File: config.mk
export PLATFORM = sky130hd
export DESIGN_NAME = queued_pulse_train_generator_unit
export DESIGN_NICKNAME = d
export VERILOG_FILES = /design/src/design/qptg_pkg.sv /design/src/design/queued_pulse_train_generator_unit.sv
export VERILOG_INCLUDE_DIRS = /design/src /design/src/design
export SDC_FILE = /design/constraint.sdc
export NUM_CORES = 2
export LEC_CHECK = 0
export BUFFER_PORTS_ARGS = -buffer_cell sky130_fd_sc_hd__buf_2
export CORE_ASPECT_RATIO = 1.25
export CORE_MARGIN = 3
export CORE_UTILIZATION = 57
export DETAILED_ROUTE_END_ITERATION = 8
export GPL_TIMING_DRIVEN = 0
export PLACE_DENSITY = 0.76
export SLEW_MARGIN = 40
export SYNTH_ARGS = -nofsm -noshare
export SYNTH_HDL_FRONTEND = slang
export SYNTH_SLANG_ARGS = --single-unit
File: constraint.sdc
create_clock -name clk -period 9.6 [get_ports clk]
set_input_delay 0.96 -clock clk [delete_from_list [all_inputs] [get_ports clk]]
set_output_delay 0.96 -clock clk [all_outputs]
set_load 0.02 [all_outputs]
File: src/design/queued_pulse_train_generator_unit_macros.svh
// Assertion macros for the queued pulse train generator.
`ifndef QUEUED_PULSE_TRAIN_GENERATOR_UNIT_MACROS_SVH
`define QUEUED_PULSE_TRAIN_GENERATOR_UNIT_MACROS_SVH

// Check that a condition implies another in the same cycle.
`define QPTG_ASSERT_IMP(lbl, ante, cons) \
    lbl: assert property (@(posedge clk) disable iff (!rst_n) (ante) |-> (cons)) \
        else $error("qptg check failed");

// Check that a condition implies another in the next cycle.
`define QPTG_ASSERT_NXT(lbl, ante, cons) \
    lbl: assert property (@(posedge clk) disable iff (!rst_n) (ante) |=> (cons)) \
        else $error("qptg check failed");

`endif

File: src/design/qptg_pkg.sv
// Types and constants shared by the queued pulse train generator.
package qptg_pkg;

    localparam logic [1:0] OP_TICK = 2'd0;
    localparam logic [1:0] OP_PUSH = 2'd1;
    localparam logic [1:0] OP_DROP = 2'd2;

    localparam logic [7:0] ENDLESS_RESET = 8'd255;

    typedef struct packed {
        logic [1:0]  op;
        logic [2:0]  channel;
        logic [15:0] pulse_width;
        logic [15:0] pulse_period;
        logic [7:0]  pulse_count;
    } qptg_req_t;

    typedef struct packed {
        logic [7:0] pin_levels;
        logic [7:0] active_mask;
        logic       accepted;
    } qptg_rsp_t;

    typedef struct packed {
        logic [15:0] w;
        logic [15:0] p;
        logic [7:0]  n;
    } qptg_job_t;

    typedef enum logic [1:0] {
        S_IDLE = 2'b01,
        S_TICK = 2'b10
    } qptg_state_t;

endpackage

File: src/design/queued_pulse_train_generator_unit.sv
// Top level of the queued pulse train generator.
//
// Push and drop requests finish at the accepting edge: the result strobes on done in the next
// cycle, and busy stays low, so such requests can be issued every cycle. A tick walks the
// channels one per cycle through the single job store read port and the shared timer update,
// so it keeps busy high until the last channel has been visited, and done strobes in the
// first cycle with busy low again. Results cannot be held off: rsp is valid for exactly the
// cycle in which done is high. The configuration port is always ready.
`include "queued_pulse_train_generator_unit_macros.svh"

module queued_pulse_train_generator_unit
    import qptg_pkg::*;
#(
    parameter int CHANNELS    = 8,
    parameter int QUEUE_DEPTH = 4
) (
    input  logic      clk,
    input  logic      rst_n,
    input  logic      start,
    output logic      busy,
    input  qptg_req_t req,
    output logic      done,
    output qptg_rsp_t rsp,
    input  logic      cfg_valid,
    output logic      cfg_ready,
    input  logic [7:0] cfg_data
);

    localparam int CH_W    = (CHANNELS > 1) ? $clog2(CHANNELS) : 1;
    localparam int HEAD_W  = (QUEUE_DEPTH > 1) ? $clog2(QUEUE_DEPTH) : 1;
    localparam int COUNT_W = $clog2(QUEUE_DEPTH + 1);
    localparam int ENTRIES = CHANNELS * QUEUE_DEPTH;
    localparam int ADDR_W  = (ENTRIES > 1) ? $clog2(ENTRIES) : 1;

    qptg_state_t       state_reg, state_next;
    logic [CH_W-1:0]   proc_ch_reg;
    logic [7:0]        endless_reg;
    logic              done_reg;
    logic              acc_reg;

    logic [HEAD_W-1:0]  head_reg  [CHANNELS];
    logic [HEAD_W-1:0]  tail_reg  [CHANNELS];
    logic [COUNT_W-1:0] count_reg [CHANNELS];
    logic [15:0]        timer_reg [CHANNELS];
    logic [CHANNELS-1:0] pin_reg;

    qptg_job_t job_store_reg [ENTRIES];
    qptg_job_t rd_data_reg;

    logic              accept;
    logic [CH_W-1:0]   cmd_ch;
    logic              ch_ok;
    logic              push_ok;
    logic              drop_ok;
    logic              last_ch;
    logic [CH_W-1:0]   nxt_ch;
    logic [ADDR_W-1:0] rd_addr;
    logic [ADDR_W-1:0] proc_addr;
    logic              mem_we;
    logic [ADDR_W-1:0] mem_wa;
    qptg_job_t         mem_wd;

    logic              tk_live;
    logic              tk_first;
    logic              tk_at_p;
    logic              tk_endless;
    logic [7:0]        tk_n_dec;
    logic              tk_pop;
    logic              tk_write;
    logic              tk_pin;
    logic [15:0]       tk_timer;

    function automatic logic [ADDR_W-1:0] slot(input logic [CH_W-1:0] ch,
                                               input logic [HEAD_W-1:0] pos);
        logic [ADDR_W-1:0] base;
        base = ADDR_W'(ch) * ADDR_W'(QUEUE_DEPTH);
        return base + ADDR_W'(pos);
    endfunction

    function automatic logic [HEAD_W-1:0] wrap_inc(input logic [HEAD_W-1:0] pos);
        logic [HEAD_W-1:0] res;
        if (pos == HEAD_W'(QUEUE_DEPTH - 1))
        begin
            res = '0;
        end
        else
        begin
            res = pos + HEAD_W'(1);
        end
        return res;
    endfunction

    assign busy      = (state_reg != S_IDLE);
    assign accept    = start && !busy;
    assign cfg_ready = 1'b1;
    assign done      = done_reg;

    assign cmd_ch  = CH_W'(req.channel);
    assign ch_ok   = (32'(req.channel) < CHANNELS);
    assign push_ok = ch_ok && (req.pulse_count != 8'd0) && (req.pulse_period != 16'd0)
                     && (count_reg[cmd_ch] < COUNT_W'(QUEUE_DEPTH));
    assign drop_ok = ch_ok && (count_reg[cmd_ch] != '0);

    assign last_ch = (proc_ch_reg == CH_W'(CHANNELS - 1));
    assign nxt_ch  = last_ch ? '0 : proc_ch_reg + CH_W'(1);

    // Prefetch the head job of the next channel to visit.
    always_comb
    begin
        if (state_reg == S_TICK)
        begin
            rd_addr = slot(nxt_ch, head_reg[nxt_ch]);
        end
        else
        begin
            rd_addr = slot('0, head_reg[0]);
        end
    end

    assign proc_addr = slot(proc_ch_reg, head_reg[proc_ch_reg]);

    // Per-channel tick step on the prefetched head job.
    always_comb
    begin
        tk_live    = (count_reg[proc_ch_reg] != '0) && (rd_data_reg.n != 8'd0);
        tk_first   = (timer_reg[proc_ch_reg] == 16'd0);
        tk_at_p    = (timer_reg[proc_ch_reg] == rd_data_reg.p);
        tk_endless = (rd_data_reg.n == endless_reg);
        tk_n_dec   = rd_data_reg.n - 8'd1;
        tk_pop     = 1'b0;
        tk_write   = 1'b0;
        tk_pin     = pin_reg[proc_ch_reg];
        tk_timer   = timer_reg[proc_ch_reg];
        if (tk_live)
        begin
            if (tk_first)
            begin
                tk_timer = 16'd1;
                tk_pin   = 1'b1;
            end
            else
            begin
                if (timer_reg[proc_ch_reg] == rd_data_reg.w)
                begin
                    tk_pin = 1'b0;
                end
                if (tk_at_p)
                begin
                    tk_timer = 16'd1;
                    if (tk_endless)
                    begin
                        tk_pin = 1'b1;
                    end
                    else
                    begin
                        tk_write = 1'b1;
                        if (tk_n_dec != 8'd0)
                        begin
                            tk_pin = 1'b1;
                        end
                        else
                        begin
                            tk_pin   = 1'b0;
                            tk_pop   = 1'b1;
                            tk_timer = 16'd0;
                        end
                    end
                end
                else
                begin
                    tk_timer = timer_reg[proc_ch_reg] + 16'd1;
                end
            end
        end
    end

    // Share the store write port between push and count update.
    always_comb
    begin
        mem_we = 1'b0;
        mem_wa = proc_addr;
        mem_wd = '{w: rd_data_reg.w, p: rd_data_reg.p, n: tk_n_dec};
        if (state_reg == S_TICK)
        begin
            mem_we = tk_write && !tk_pop;
        end
        else if (accept && (req.op == OP_PUSH) && push_ok)
        begin
            mem_we = 1'b1;
            mem_wa = slot(cmd_ch, tail_reg[cmd_ch]);
            mem_wd = '{w: req.pulse_width, p: req.pulse_period, n: req.pulse_count};
        end
    end

    always_ff @(posedge clk)
    begin
        if (mem_we)
        begin
            job_store_reg[mem_wa] <= mem_wd;
        end
        rd_data_reg <= job_store_reg[rd_addr];
    end

    always_comb
    begin
        state_next = state_reg;
        unique case (state_reg)
            S_IDLE:
            begin
                if (accept && (req.op == OP_TICK))
                begin
                    state_next = S_TICK;
                end
            end
            S_TICK:
            begin
                if (last_ch)
                begin
                    state_next = S_IDLE;
                end
            end
            default:
            begin
                state_next = S_IDLE;
            end
        endcase
    end

    always_ff @(posedge clk or negedge rst_n)
    begin
        if (!rst_n)
        begin
            state_reg   <= S_IDLE;
            proc_ch_reg <= '0;
            endless_reg <= ENDLESS_RESET;
            done_reg    <= 1'b0;
            acc_reg     <= 1'b0;
            pin_reg     <= '0;
            for (int i = 0; i < CHANNELS; i++)
            begin
                head_reg[i]  <= '0;
                tail_reg[i]  <= '0;
                count_reg[i] <= '0;
                timer_reg[i] <= '0;
            end
        end
        else
        begin
            state_reg <= state_next;
            done_reg  <= 1'b0;
            if (cfg_valid && cfg_ready)
            begin
                endless_reg <= cfg_data;
            end
            if (state_reg == S_TICK)
            begin
                proc_ch_reg            <= nxt_ch;
                pin_reg[proc_ch_reg]   <= tk_pin;
                timer_reg[proc_ch_reg] <= tk_timer;
                if (tk_pop)
                begin
                    head_reg[proc_ch_reg]  <= wrap_inc(head_reg[proc_ch_reg]);
                    count_reg[proc_ch_reg] <= count_reg[proc_ch_reg] - COUNT_W'(1);
                end
                if (last_ch)
                begin
                    done_reg <= 1'b1;
                    acc_reg  <= 1'b0;
                end
            end
            else if (accept)
            begin
                proc_ch_reg <= '0;
                acc_reg     <= 1'b0;
                unique case (req.op)
                    OP_TICK:
                    begin
                    end
                    OP_PUSH:
                    begin
                        done_reg <= 1'b1;
                        if (push_ok)
                        begin
                            acc_reg           <= 1'b1;
                            tail_reg[cmd_ch]  <= wrap_inc(tail_reg[cmd_ch]);
                            count_reg[cmd_ch] <= count_reg[cmd_ch] + COUNT_W'(1);
                        end
                    end
                    OP_DROP:
                    begin
                        done_reg <= 1'b1;
                        if (drop_ok)
                        begin
                            acc_reg           <= 1'b1;
                            head_reg[cmd_ch]  <= wrap_inc(head_reg[cmd_ch]);
                            count_reg[cmd_ch] <= count_reg[cmd_ch] - COUNT_W'(1);
                            timer_reg[cmd_ch] <= '0;
                        end
                    end
                    default:
                    begin
                        done_reg <= 1'b1;
                    end
                endcase
            end
        end
    end

    // Expose pins and queue occupancy of the first eight channels.
    always_comb
    begin
        rsp.pin_levels  = '0;
        rsp.active_mask = '0;
        rsp.accepted    = acc_reg;
        for (int i = 0; i < 8; i++)
        begin
            if (i < CHANNELS)
            begin
                rsp.pin_levels[i]  = pin_reg[i];
                rsp.active_mask[i] = (count_reg[i] != '0);
            end
        end
    end

    `QPTG_ASSERT_IMP(a_state_onehot, 1'b1, $onehot(state_reg))
    `QPTG_ASSERT_IMP(a_no_done_in_tick, state_reg == S_TICK, !done_reg)
    `QPTG_ASSERT_IMP(a_tick_end_done, $fell(busy), done_reg)
    `QPTG_ASSERT_NXT(a_tick_runs, accept && (req.op == OP_TICK), busy && (proc_ch_reg == '0))

endmodule
==> results.yml <==
status:
  status: "completed"
cells_and_area:
  n_fill_cell: 6907
  largest_reg_flops: 1280
  final_layout_size_suffix_gt1_share_pct: 20.8
  nets: 4970
  syn_to_final_growth_pct: 17.0
detailed_routing:
  wl_mm: 192
  drtPass1Iterations: 8
  vias: 42531
  drt-vias-per-instance: 6.60
  ant_nets: 0
  wire_per_inst_um: 29.8
  drtIter0Drc: 5880
  drc: 0
power_and_ir_drop:
  power.density_nw_per_um2: 199
  ir_drop_mv: 0.159
  power_uw: 14400
  power_leakage_uw: 0.0265
synthesis:
  yosysMostFrequentCell: "edfxtp_1"
  synth_fp_nets: 4362
  synth_edf_count: 1280
  synth_top_flop_cell: "edfxtp_1"
  synthTopCellsByArea: "edfxtp_1 (62%), dfrtp_1 (8.0%), nand2_1 (5.2%)"
  synthCells: 4290
  synthDistinctLibCells: 83
  netlist_area_um2: 62200
  ys_warn_count: 0
  ys_seq_elements: 1527
  ys_seq_area_share_pct: 71.5
  netlist.top_cell.by_area: "edfxtp_1"
  syn_area_per_cell_um2: 14.5
  synthAdderAreaFrac_pct: 0.302
  synth_xor_area_share_pct: 0.747
  synth.cells.most_frequent: "edfxtp_1 (1,280), nand2_1 (865), mux2i_1 (199)"
  synth.area.mux_share_pct: 8.04
  synth_simple_gate_area_share_pct: 9.26
  ys_async_sr_fraction_pct: 13.6
  synth_top_family_by_area: "simple AND/OR/NAND/NOR gates"
  yosysTopAreaCellShare_pct: 61.8
  synth_compound_area_share_pct: 8.22
critical_path:
  cp.depth: 24
  crit_type: "flop to flop"
  r2r_start: "proc_ch_reg[0]"
  ff2ff_setup_slack_ns: 1.63
  cp_slowest_cell: "a2111oi_2"
  r2r_cells: 24
  arrival_ns: 8.45
  timing.critical_path.mode_cell: "buf_2"
  crit_path_start: "proc_ch_reg[0]"
  path_cells: "buf_6 > buf_6 > buf_6 > buf_2 > buf_2 > buf_1 > buf_1 > nand3_1 > a21oi_1 > nor2_2 > ha_1 > a21oi_1 > nand2b_1 > o41a_1 > buf_2 > a2111oi_2 > clkdlybuf4s15_2 > buf_2 > buf_2 > clkdlybuf4s15_2 > clkdlybuf4s18_2 > buf_2 > clkdlybuf4s15_2 > clkdlybuf4s15_2"
  cp.required_ns: 10.08
  crit_buf_inv: 16
  critical-path-max-stage-delay_ns: 0.58
  path_delay_family: "buffers and inverters"
  endpoint: "job_store_reg[16][38]"
  cp-start-kind: "flop"
  endpoint_kind: "flop"
  cp_max_fo: 10
  r2r_end: "job_store_reg[16][38]"
clocking:
  ctsHtreeMaxLevel: 4
  cts_tree: "yes"
  cts.path.max_buffers: 3
  cts.repair.resized: 0
  clk_latency_ns: 0.79
  clockRootBuffer: "clkbuf_16"
  cts.sinks: 1527
  cts_made_buffers: 140
  cts_hold_buf: 0
  clk_pin_slew_ns: 0.07
  post_cts_buffers: 0
die:
  core_um2: 107000
  rows: 134
  io_pins: 77
  die_area_um2: 113000
  die_h_um: 375
  initial_core_util_pct: 57.8
  die_w_um: 301
hold_path:
  min_path_type: "input pin to async pin"
grt:
  grt_max_degree: 75
  grt_use_total_pct: 34.0
  grt_pass1_vias: 41918
  grt-ovfl-total: 0
  antenna_found_initial: 7
  grt_pass1_wl_mm: 279
sta:
  clock.fmax_mhz: 126
  hold_viol_final: 0
  tns_ns: 0
  worstMarginPinSlew_ns: 0.974
  rsz0062_at_grt: "no"
  finalCriticalPeriod_ns: 7.97
  setup_viol: 0
  fin_crit_sh_pct: 83.0
  drv_slew: 0
  clock_skew_ns: 0.0241
  relSlewSlack_pct: 33.4
place:
  gp_congestion: 0.950
  hpwl_mm: 133
  port_buffers: 72
flow_run:
  cap_viol_max_count: 0
worst min-delay path by stage:
stage / startpoint / to / slack (ns)
after global placement: timer_reg[97] / timer_reg[97] / 0.46
after floorplan: timer_reg[17] / timer_reg[17] / 0.44
after global routing: rst_n / timer_reg[60] / 0.14
after CTS: rst_n / timer_reg[92] / 0.12
after detailed placement: timer_reg[17] / timer_reg[17] / 0.46
final: rst_n / timer_reg[60] / 0.11
per-layer routing:
metal | vias to the layer above | GRT usage [%] | wire length, um
met4 | 8 | 23.9 | 16900
met2 | 3167 | 53.5 | 89900
met3 | 770 | 8.83 | 21900
li1 | 17685 | - | -
met5 | - | 0 | 58
met1 | 20901 | 41.1 | 63100
cell type report:
class / count / area, um2 / area share, %
antenna: 4 / 10.0 / 0.0138
buffer: 270 / 1160 / 1.59
clock buffer: 182 / 3820 / 5.25
clock inverter: 73 / 771 / 1.06
inverter: 21 / 78.8 / 0.108
multi-input combinational: 2472 / 17100 / 23.5
sequential: 1527 / 44400 / 61.1
tap: 1428 / 1790 / 2.46
timing repair buffer: 466 / 3550 / 4.88
through the flow:
| step | cell area, um2 | std cells | utilization, % | setup WS [ns] | hold slack (ns) |
|---|---|---|---|---|---|
| 2_1_floorplan | 62200 | 4290 | - | -0.708 | 0.443 |
| 3_3_place_gp | 64300 | 5790 | 59.8 | -10.01 | 0.456 |
| 3_5_place_dp | 68100 | 6184 | 63.3 | 1.89 | 0.464 |
| 4_1_cts | 72600 | 6439 | 67.6 | 1.77 | 0.117 |
| 5_1_grt | 72700 | 6439 | 67.6 | 1.39 | 0.141 |
| 6_report | 72700 | 6443 | 67.7 | 1.63 | 0.111 |
report_power, final:
part / internal [uW] / switching [uW]
Combinational: 373 / 852
Sequential: 7450 / 149
Clock: 3150 / 2460
cell families (layout without fill, tap and decap cells):
logic type	Yosys count	count (layout)
flops	1527	1527
simple gates	1330	1330
compound gates	702	702
mux	371	371
buf+inv	291	1012
xor+xnor	53	53
fa+ha+maj	15	15
other cells	1	5
cells in the final DEF (no fill, tap or decap), drive strengths merged, types with 90 or more instances in the layout:
master / Yosys / routed
nand2: 865 / 865
edfxtp: 1280 / 1280
dfrtp: 198 / 198
a21oi: 119 / 119
nand3: 186 / 186
clkbuf: 187 / 370
mux2i: 202 / 202
clkdlybuf4s18: 0 / 90
mux4: 92 / 92
buf: 83 / 388
a22o: 104 / 104
No activity file was read; power rests on OpenSTA's default activity.
